## config.mk

```make
export PLATFORM = sky130hd
export DESIGN_NAME = obla_front
export DESIGN_NICKNAME = d
export VERILOG_FILES = /design/src/design/obla_pkg.sv /design/src/design/obla_front.sv
export SDC_FILE = /design/constraint.sdc
export NUM_CORES = 1
export LEC_CHECK = 0
export ABC_AREA = 0
export BUFFER_PORTS_ARGS = -buffer_cell sky130_fd_sc_hd__buf_2
export CAP_MARGIN = 30
export CORE_ASPECT_RATIO = 0.6
export CORE_MARGIN = 1.5
export CORE_UTILIZATION = 40
export DETAILED_ROUTE_END_ITERATION = 8
export GPL_TIMING_DRIVEN = 0
export MAX_ROUTING_LAYER = met4
export PLACE_DENSITY = 0.74
export RECOVER_POWER = 25
export SLEW_MARGIN = 0
export SYNTH_ARGS = -nofsm -noshare
export SYNTH_HDL_FRONTEND = slang
export SYNTH_SLANG_ARGS = --single-unit
```

## constraint.sdc

```tcl
create_clock -name clk -period 7 [get_ports clk]
set_input_delay 0.7 -clock clk [delete_from_list [all_inputs] [get_ports clk]]
set_output_delay 0.7 -clock clk [all_outputs]
set_load 0.005 [all_outputs]
```

## src/design/obla_pkg.sv

```systemverilog
`timescale 1ns / 1ps
package obla_pkg;

  localparam int LEVELS_DEF    = 64;
  localparam int MAX_DEPTH_DEF = 32;
  localparam int DEPTH_W       = 6;
  localparam logic [DEPTH_W-1:0] DEPTH_RST = 6'd32;

  localparam logic REQ_ADD   = 1'b0;
  localparam logic REQ_RPT   = 1'b1;
  localparam logic SIDE_SELL = 1'b0;
  localparam logic SIDE_BUY  = 1'b1;

  localparam logic [31:0] VOL_MAX = 32'hFFFF_FFFF;

  typedef struct packed {
    logic        req_type;
    logic        side;
    logic [31:0] price;
    logic [15:0] volume;
  } obla_in_t;

  typedef struct packed {
    logic        side_res;
    logic [31:0] price_res;
    logic [31:0] volume_res;
    logic        present;
    logic        overflow;
    logic        last;
  } obla_out_t;

endpackage

```

## src/design/obla_front.sv

```systemverilog
`timescale 1ns / 1ps
module obla_front import obla_pkg::*; (
  input  logic     clk,
  input  logic     rst_n,
  input  logic     start,
  output logic     busy,
  input  obla_in_t in_data,
  output logic     q_valid,
  output obla_in_t q_data,
  input  logic     q_pop
);

  // two-entry queue of accepted words
  obla_in_t   slot_r [2];
  logic       wp_r, wp_nxt, rp_r, rp_nxt;
  logic [1:0] cnt_r, cnt_nxt;
  logic       push;

  assign busy    = (cnt_r == 2'd2);
  assign push    = start && !busy;
  assign q_valid = (cnt_r != 2'd0);
  assign q_data  = slot_r[rp_r];

  always_comb begin
    wp_nxt  = wp_r ^ push;
    rp_nxt  = rp_r ^ (q_pop && q_valid);
    cnt_nxt = cnt_r + 2'(push) - 2'(q_pop && q_valid);
  end

  always_ff @(posedge clk) begin
    if (!rst_n) begin
      wp_r  <= 1'b0;
      rp_r  <= 1'b0;
      cnt_r <= 2'd0;
    end else begin
      wp_r  <= wp_nxt;
      rp_r  <= rp_nxt;
      cnt_r <= cnt_nxt;
    end
    if (push) begin
      slot_r[wp_r] <= in_data;
    end
  end

endmodule

```

==> results.yml, run 1 <==
status:
  run_status: "finished clean"
critical_path:
  worstPathMaxFanout: 10
  worst_setup_path_end_kind: "output pin"
  worstSetupPathType: "register to output pin"
  worstPathRequired_ns: 6.30
  critical_path.cell_chain: "buf_6, buf_12, mux2_4, buf_2"
  crit_path_max_incr_delay_ns: 0.32
  critical_path.slowest_cell: "sky130_fd_sc_hd__dfxtp_1"
  worstPathArrival_ns: 1.42
  cp-start-kind: "register"
detailed_routing:
  finalWirelength_mm: 6.692
  final_antenna_net_count: 0
  routed_wire_length_per_instance_um: 15.35
  vias_post_dr: 1996
  drt-vias-per-instance: 4.578
  detail_route.iter0.violations: 57
  route.detailed.drc: 0
  drt_pre_antenna_iters: 4
grt:
  global_route_wire_length_before_repair_mm: 10.16
  gr-total-overflow: 0
  groute.usage.overall_pct: 13.19
  initial_antenna_violation_count: 0
  grt_max_degree: 31
  grt_use_met2_pct: 20.92
  global_routing_usage_on_met1_pct: 15.32
  grt_pass1_vias: 2073
  gr-max-usage-layer: "met2"
  global_route.usage.met3_pct: 5.988
pwr:
  share_seq_of_total_power_pct: 44.8
  vdd_ir_drop_max_mv: 0.1918
  total_switching_power_uw: 419.2
  swShare_pct: 22.88
  total_power_mw: 1.832
  power.share.combinational_pct: 25.9
  p_leak_nw: 2.039
  cell_internal_pwr_mw: 1.413
  pwr_density_cell_nw_per_um2: 353.8
  clock_power_share_pct: 29.3
die:
  start_util_pct: 41.50
  die_area_um2: 10960
  core-area_um2: 9950
  die_h_um: 81.70
  rows: 28
  die-width_um: 134.2
  pin_count: 106
timing:
  worstMarginPinSlew_ns: 0.5888
  timing.slew.headroom_pct: 60.75
  whs_ns: 0.4930
  timing.setup.tns_ns: 0
  worst_case_clock_skew_ns: 0.003169
  period_needed_ns: 2.120
  timing.final.max_slew_violations: 0
  report.final.hold_viol_count: 0
  rsz0062_at_grt: "false"
  post-route-period-util_pct: 30.28
  finalSetupViolations: 0
  maxClockFrequency_mhz: 471.7
cts:
  clk_pin_slew_worst_paths_ns: 0.06
  post_cts.resized_instances: 0
  tritoncts_clock_tree: "done"
  worstSkewPairLatency_ns: 0.33
  cts-hold-fix-buffers: 0
  post_cts.repair.setup_buffers: 0
  cts_max_level: 3
  cts_num_sinks: 105
  root_buffer: "sky130_fd_sc_hd__clkbuf_16"
  cts_buf_count: 9
  max-clock-path-buffers: 2
place:
  placed_area_um2: 4868
  weighted_congestion_at_the_end_of_routability_driven_global_placement: 0.7098
  io_buffers: 105
  place.detailed.hpwl_mm: 4.564
final_layout:
  multi_input_comb_area_um2: 908.4
  layout.filler_cells: 843
  post-route-cell-area_um2: 5179
  nNetsFinal: 357
  area_growth_pct: 25.42
  final_layout_size_suffix_gt1_share_pct: 56.81
  ff_latch_area_um2: 3103
  ant_diodes: 0
job:
  timing.max_cap.violations: 0
synth:
  synthesis.area_um2: 4129
  yosys.area.top_type_share_pct: 72.73
  syn_avg_cell_area_um2: 22.81
  post_synth_inst_count: 181
  yosysWarningCount: 0
  ys_top_cells_by_area: "sky130_fd_sc_hd__edfxtp_1, sky130_fd_sc_hd__mux2_4, sky130_fd_sc_hd__buf_12"
  synth_cell_type_count: 16
  synthDominantAreaCellType: "sky130_fd_sc_hd__edfxtp_1"
  yosysSeqAreaShare_pct: 75.15
  synth.net_count: 239
  ys_ff_latch: 105
worst_hold_path:
  hold_path.class: "register to register"
## synthesized netlist by cell type, drive strengths merged
cell / n
mux2: 50
ha: 4
nor2b: 2
o21a: 1
edfxtp: 100
nand2: 2
or2: 1
or2b: 1
buf: 6
mux2i: 2
dfxtp: 5
and2: 2
nand2b: 1
inv: 3
xnor3: 1
## flip-flops by register name, summed over array words and instances (netlist names), named ones only
name	cells
slot_r	100
cnt_r	2
rp_r	1
wp_r	1
## cells by family (layout without fill, tap and decap cells)
group                    after synthesis  count (layout)  share of synthesized area [%]
AND/OR/NAND/NOR                        9               9                          1.273
multiplexers                          52              52                          18.67
flip-flops                           105             105                          75.15
buffers and inverters                  9             129                          2.970
adder cells (fa/ha/maj)                4               4                          1.212
XOR/XNOR                               1               1                         0.5454
AO/OA/AOI/OAI                          1               1                         0.1819
## worst max-delay path: cells and delay by family, from the launching register on
family / cells / cell delay [ns]
buf+inv: 3 / 0.45
flops: 1 / 0.32
mux: 1 / 0.31
## metrics by stage
step | worst slack (ns) | util, % | instances
5_1_grt | 4.812 | 52.05 | 436
2_1_floorplan | 4.516 | - | 181
3_3_place_gp | 3.737 | 48.48 | 421
6_report | 4.880 | 52.05 | 436
3_5_place_dp | 4.852 | 48.93 | 423
4_1_cts | 4.842 | 52.15 | 436
## layout make-up
cell class	count	share of cell area [%]
Buffer	6	2.150
Clock buffer	9	4.349
Clock inverter	4	1.836
Inverter	3	0.2174
Multi-Input combinational cell	67	17.54
Sequential cell	105	59.92
Tap cell	135	3.262
Timing Repair Buffer	107	10.73
## path summary, 6_finish.rpt
| check | from | end | slack [ns] | cells past startpoint |
|---|---|---|---|---|
| max reg2reg | cnt_r[1]$_SDFF_PN0_ | slot_r[0][44]$_DFFE_PP_ | 5.16 | 4 |
| min reg2reg | rp_r$_SDFF_PN0_ | rp_r$_SDFF_PN0_ | 0.49 | 2 |
| min | rp_r$_SDFF_PN0_ | rp_r$_SDFF_PN0_ | 0.49 | 2 |
| max | register | q_data[40] | 4.88 | 4 |
## metal layers
metal | part of all wire, % | vias to the layer above | wire length [um]
met2 | 46 | 80 | 3096
met3 | 9.2 | 6 | 617
li1 | - | 936 | -
met4 | 0.64 | 0 | 43
met5 | 0 | - | 0
met1 | 44 | 974 | 2935
## layout by cell type, fill, tap and decap left out
cell	n
sky130_fd_sc_hd__nand2_1	2
sky130_fd_sc_hd__clkinv_2	1
sky130_fd_sc_hd__o21a_1	1
sky130_fd_sc_hd__inv_1	3
sky130_fd_sc_hd__mux2i_1	2
sky130_fd_sc_hd__buf_2	97
sky130_fd_sc_hd__bufinv_16	3
sky130_fd_sc_hd__and2_1	2
sky130_fd_sc_hd__or2_2	1
sky130_fd_sc_hd__xnor3_1	1
sky130_fd_sc_hd__buf_12	7
sky130_fd_sc_hd__nor2b_1	2
sky130_fd_sc_hd__buf_6	1
sky130_fd_sc_hd__mux2_4	50
sky130_fd_sc_hd__dfxtp_1	5
sky130_fd_sc_hd__edfxtp_1	100
sky130_fd_sc_hd__nand2b_1	1
sky130_fd_sc_hd__ha_1	2
sky130_fd_sc_hd__clkbuf_1	8
sky130_fd_sc_hd__clkbuf_16	9
sky130_fd_sc_hd__ha_2	2
sky130_fd_sc_hd__or2b_1	1
## power by group through the flow
| stage | sequential [mW] | clock (mW) | combinational, mW |
|---|---|---|---|
| after floorplan | 0.832 | 0 | 0.317 |
| after global placement | 0.837 | 0 | 0.464 |
| after detailed placement | 0.836 | 0 | 0.484 |
| after CTS | 0.823 | 0.554 | 0.486 |
| after global routing | 0.830 | 0.572 | 0.515 |
| final | 0.821 | 0.537 | 0.474 |
No activity file was read; power rests on OpenSTA's default activity.
==> run 2, diff against run 1 <==
clock period = 2 ns   (was 7 ns; I/O delays follow)
==> results.yml, run 2 (same netlist as run 1, synthesis figures left out) <==
critical_path:
  worstPathRequired_ns: 2.03
  critical_path.slowest_cell: "sky130_fd_sc_hd__ha_2"
  worstPathArrival_ns: 1.86
  cp-start-kind: "register"
  worst_setup_path_end_kind: "register"
  worstSetupPathType: "register to register"
  critical_path.cell_chain: "or2b_1, and2_1, ha_2, buf_12"
  worstPathMaxFanout: 30
  crit_path_max_incr_delay_ns: 0.57
final_layout:
  layout_top_registers: "slot_r: 100 flops, cnt_r: 2 flops"
  nNetsFinal: 357
  area_growth_pct: 25.48
  layout_commonest_cell: "sky130_fd_sc_hd__edfxtp_1"
  ant_diodes: 0
  final_layout_size_suffix_gt1_share_pct: 57.48
  layout.cells.most_common_list: "sky130_fd_sc_hd__edfxtp_1, sky130_fd_sc_hd__buf_2, sky130_fd_sc_hd__mux2_4"
  registers.top_by_ff_count: "slot_r"
  layout.filler_cells: 841
  largest_reg_flops: 100
  finish.cell_count_without_fillers: 436
place:
  numPlacedInstances: 423
  weighted_congestion_at_the_end_of_routability_driven_global_placement: 0.7098
  io_buffers: 105
  place.detailed.hpwl_mm: 4.564
cts:
  cts_num_sinks: 105
  cts_buf_count: 9
  worstSkewPairLatency_ns: 0.33
  post_cts.repair.setup_buffers: 0
  cts-hold-fix-buffers: 0
  clk_pin_slew_worst_paths_ns: 0.06
  post_cts.resized_instances: 0
  tritoncts_clock_tree: "done"
  root_buffer: "sky130_fd_sc_hd__clkbuf_16"
  max-clock-path-buffers: 2
  cts_max_level: 3
grt:
  gr-total-overflow: 0
  grt_max_degree: 31
  global_route_wire_length_before_repair_mm: 10.16
  grt_pass1_vias: 2073
  groute.usage.overall_pct: 13.19
  initial_antenna_violation_count: 0
timing:
  maxClockFrequency_mhz: 544.1
  rsz0062_at_grt: "true"
  report.final.hold_viol_count: 0
  timing.final.max_slew_violations: 0
  finalSetupViolations: 0
  period_needed_ns: 1.838
  worst_case_clock_skew_ns: 0.003169
  post-route-period-util_pct: 91.89
  timing.slew.headroom_pct: 60.75
  timing.setup.tns_ns: 0
  worstMarginPinSlew_ns: 0.5888
pwr:
  power.share.combinational_pct: 25.9
  p_leak_nw: 2.045
  cell_internal_pwr_mw: 4.946
  share_seq_of_total_power_pct: 44.8
  vdd_ir_drop_max_mv: 0.6712
  swShare_pct: 22.87
  total_switching_power_mw: 1.467
  clock_power_share_pct: 29.3
  pwr_density_cell_nw_per_um2: 1238
worst_hold_path:
  hold_path.class: "input pin to register"
detailed_routing:
  route.detailed.drc: 0
  routed_wire_length_per_instance_um: 15.35
  final_antenna_net_count: 0
  drt_pre_antenna_iters: 4
  detail_route.iter0.violations: 57
  drt-vias-per-instance: 4.578
  finalWirelength_mm: 6.692
  vias_post_dr: 1996
die:
  die_h_um: 81.70
  die-width_um: 134.2
  start_util_pct: 41.50
  core-area_um2: 9950
  rows: 28
  pin_count: 106
  die_area_um2: 10960
job:
  timing.max_cap.violations: 0
status:
  run_status: "finished clean"
run 2: cell types whose count changed in the layout (fill, tap and decap cells not counted), sizes merged:
cell	delta
clkbuf	-2
buf	+2
run 2: area by class of cell:
cell class,count,area (um^2),area share [%]
clock inverter,4,95.09,1.835
sequential,105,3103,59.89
timing repair buffer,107,558.0,10.77
buffer,6,111.4,2.149
inverter,3,11.26,0.2173
clock buffer,9,225.2,4.347
tap,135,168.9,3.260
multi-input combinational,67,908.4,17.53
run 2: power groups by stage:
stage	clock network, mW	registers (mW)	logic [mW]
6_report	1.88	2.87	1.66
3_3_place_gp	0	2.93	1.62
2_1_floorplan	0	2.91	1.11
4_1_cts	1.94	2.88	1.70
3_5_place_dp	0	2.93	1.69
5_1_grt	2.00	2.90	1.80
run 2: worst max-delay path: cells and delay by family (launching register included):
family,cells,cell delay (ns)
flip-flops,1,0.33
AND/OR/NAND/NOR,2,0.34
adder cells (fa/ha/maj),1,0.57
buffers and inverters,1,0.28
run 2: routing by layer:
| metal | share of wire, % | global-route usage (%) | vias to the layer above |
|---|---|---|---|
| li1 | - | - | 936 |
| met1 | 44 | 15.32 | 974 |
| met2 | 46 | 20.92 | 80 |
| met3 | 9.2 | 5.988 | 6 |
| met4 | 0.64 | 3.871 | 0 |
| met5 | 0 | - | - |
run 2: path summary, 6_finish.rpt:
path	start	to	slack, ns	cells after the start
worst max-delay path	cnt_r[1]$_SDFF_PN0_	slot_r[0][44]$_DFFE_PP_	0.16	4
worst min-delay path	in_data[47]	slot_r[0][47]$_DFFE_PP_	0.05	1
worst max register to register	cnt_r[1]$_SDFF_PN0_	slot_r[0][44]$_DFFE_PP_	0.16	4
worst min register to register	rp_r$_SDFF_PN0_	rp_r$_SDFF_PN0_	0.49	2
run 2: through the flow:
step / setup WS [ns] / hold slack (ns) / cell area [um^2] / utilization, % / power (mW)
after floorplan: -0.2730 / 0.2989 / 4129 / - / 4.021
after global placement: -0.9772 / 0.3878 / 4823 / 48.48 / 4.556
after detailed placement: 0.1252 / 0.3909 / 4868 / 48.93 / 4.620
after CTS: 0.1153 / 0.03367 / 5189 / 52.15 / 6.519
after global routing: -0.002923 / 0.03262 / 5181 / 52.07 / 6.709
final: 0.1623 / 0.05234 / 5181 / 52.07 / 6.413
==> run 3, diff against run 2 <==
BUFFER_PORTS_ARGS = -buffer_cell sky130_fd_sc_hd__buf_4   (was -buffer_cell sky130_fd_sc_hd__buf_2)
==> results.yml, run 3 (same netlist as run 1, synthesis figures left out) <==
critical_path:
  worst_reg2reg_path_startpoint: "cnt_r[0]$_SDFF_PN0_"
  path_buf_inv: 1
  regToRegSetupSlack_ns: 0.16
  worst_path_dominant_cell_family: "adder cells"
  critical_path.slowest_cell: "sky130_fd_sc_hd__ha_2"
  crit_path_max_incr_delay_ns: 0.56
  worstPathArrival_ns: 1.87
  reg2regPathDepth: 4
  worst_setup_path_end_kind: "register"
  worstPathRequired_ns: 2.03
  critical_path.cell_chain: "or2b_1, and2_1, ha_2, buf_12"
  cp-start-kind: "register"
  worstSetupPathType: "register to register"
  worstPathMaxFanout: 30
  critical_path.reg2reg.endpoint: "slot_r[0][34]$_DFFE_PP_"
die:
  core-area_um2: 9950
  die-width_um: 134.2
  rows: 28
  die_h_um: 81.70
  start_util_pct: 41.50
  pin_count: 106
  die_area_um2: 10960
detailed_routing:
  vias_post_dr: 1986
  route.detailed.drc: 0
  routed_wire_length_per_instance_um: 16.08
  drt-vias-per-instance: 4.524
  final_antenna_net_count: 0
  drt_pre_antenna_iters: 4
  finalWirelength_mm: 7.061
  detail_route.iter0.violations: 107
timing:
  rsz0062_at_grt: "false"
  timing.slew.headroom_pct: 61.44
  worstMarginPinSlew_ns: 0.5783
  finalSetupViolations: 0
  report.final.hold_viol_count: 0
  worst_case_clock_skew_ns: 0.004397
  period_needed_ns: 1.840
  timing.final.max_slew_violations: 0
  post-route-period-util_pct: 92.00
  maxClockFrequency_mhz: 543.5
final_layout:
  ant_diodes: 0
  nNetsFinal: 357
  post-route-util_pct: 54.69
  area_growth_pct: 31.79
  finish.cell_count_without_fillers: 439
  layout.cells.most_common_list: "sky130_fd_sc_hd__edfxtp_1, sky130_fd_sc_hd__buf_4, sky130_fd_sc_hd__mux2_4"
  largest_reg_flops: 100
  registers.top_by_ff_count: "slot_r"
  layout_top_registers: "slot_r: 100 flops, cnt_r: 2 flops"
  final_layout_size_suffix_gt1_share_pct: 58.55
  layout_commonest_cell: "sky130_fd_sc_hd__edfxtp_1"
cts:
  cts_max_level: 3
  cts-hold-fix-buffers: 0
  tritoncts_clock_tree: "done"
  cts_buf_count: 9
  root_buffer: "sky130_fd_sc_hd__clkbuf_16"
  max-clock-path-buffers: 2
  worstSkewPairLatency_ns: 0.34
  post_cts.repair.setup_buffers: 0
  post_cts.resized_instances: 0
  cts_num_sinks: 105
  clk_pin_slew_worst_paths_ns: 0.07
pwr:
  clock_power_share_pct: 28.1
  total_switching_power_mw: 1.557
  cell_internal_pwr_mw: 5.030
  power.share.combinational_pct: 28.3
  p_leak_nw: 2.127
  pwr_density_cell_nw_per_um2: 1211
  vdd_ir_drop_max_mv: 0.6408
  share_seq_of_total_power_pct: 43.7
  swShare_pct: 23.63
grt:
  gr-total-overflow: 0
  grt_pass1_vias: 2154
  groute.usage.overall_pct: 13.73
  grt_max_degree: 31
  global_route_wire_length_before_repair_mm: 10.40
  initial_antenna_violation_count: 0
worst_hold_path:
  worst_hold_startpoint: "in_data[3]"
  hold_path_end: "slot_r[0][3]$_DFFE_PP_"
  hold_path.class: "input pin to register"
  worstHoldPathCells: 1
place:
  io_buffers: 105
  numPlacedInstances: 423
  weighted_congestion_at_the_end_of_routability_driven_global_placement: 0.6950
status:
  run_status: "finished clean"
job:
  timing.max_cap.violations: 0
## run 3: cell count changes in the layout (fill, tap and decap cells not counted), sizes merged
cell	previous run	this run
clkbuf	15	41
buf	107	82
clkinvlp	0	2
bufinv	3	2
clkinv	1	2
## run 3: power groups by stage
stage	Sequential, mW	Combinational (mW)	Clock, mW
2_1_floorplan	2.91	1.11	0
3_3_place_gp	2.93	1.83	0
3_5_place_dp	2.93	1.90	0
4_1_cts	2.88	1.90	1.90
5_1_grt	2.91	2.00	2.00
6_report	2.88	1.86	1.85
## run 3: worst max path at each step
| stage | from | end | slack (ns) | cells after the start |
|---|---|---|---|---|
| finish | cnt_r[0]$_SDFF_PN0_ | slot_r[0][34]$_DFFE_PP_ | 0.16 | 4 |
| global placement | cnt_r[0]$_SDFF_PN0_ | slot_r[1][27]$_DFFE_PP_ | -0.96 | 3 |
| CTS | cnt_r[0]$_SDFF_PN0_ | slot_r[1][24]$_DFFE_PP_ | 0.11 | 4 |
| floorplan | cnt_r[1]$_SDFF_PN0_ | slot_r[1][0]$_DFFE_PP_ | -0.27 | 3 |
| detailed placement | cnt_r[0]$_SDFF_PN0_ | slot_r[1][23]$_DFFE_PP_ | 0.12 | 4 |
| global route | cnt_r[0]$_SDFF_PN0_ | slot_r[0][26]$_DFFE_PP_ | 0.003 | 4 |
## run 3: per-layer routing
metal	GRT usage [%]	up-vias	part of all wire (%)
met1	15.47	950	44
met3	6.173	10	8.1
met2	22.05	84	47
met4	4.839	0	1.2
li1	-	942	-
met5	-	-	0
## run 3: cell type report
cell class / instances / area (um^2)
clock buffers: 10 / 229.0
flip-flops and latches: 105 / 3103
clock inverters: 6 / 92.59
well taps: 135 / 168.9
fillers: 799 / 4508
multi-input cells: 67 / 908.4
plain buffers: 6 / 111.4
repair buffers: 107 / 817.0
inverters: 3 / 11.26
## run 3: through the flow
stage          setup TNS (ns)  setup slack, ns  hold slack (ns)  total power, mW  instance area (um^2)
5_1_grt                     0         0.003185          0.02920            6.901                  5441
3_5_place_dp                0           0.1151           0.3873            4.827                  5131
2_1_floorplan          -27.30          -0.2730           0.2989            4.021                  4129
3_3_place_gp           -96.27          -0.9649           0.3848            4.760                  5086
6_report                    0           0.1600          0.04772            6.587                  5441
4_1_cts                     0           0.1073          0.02773            6.684                  5453
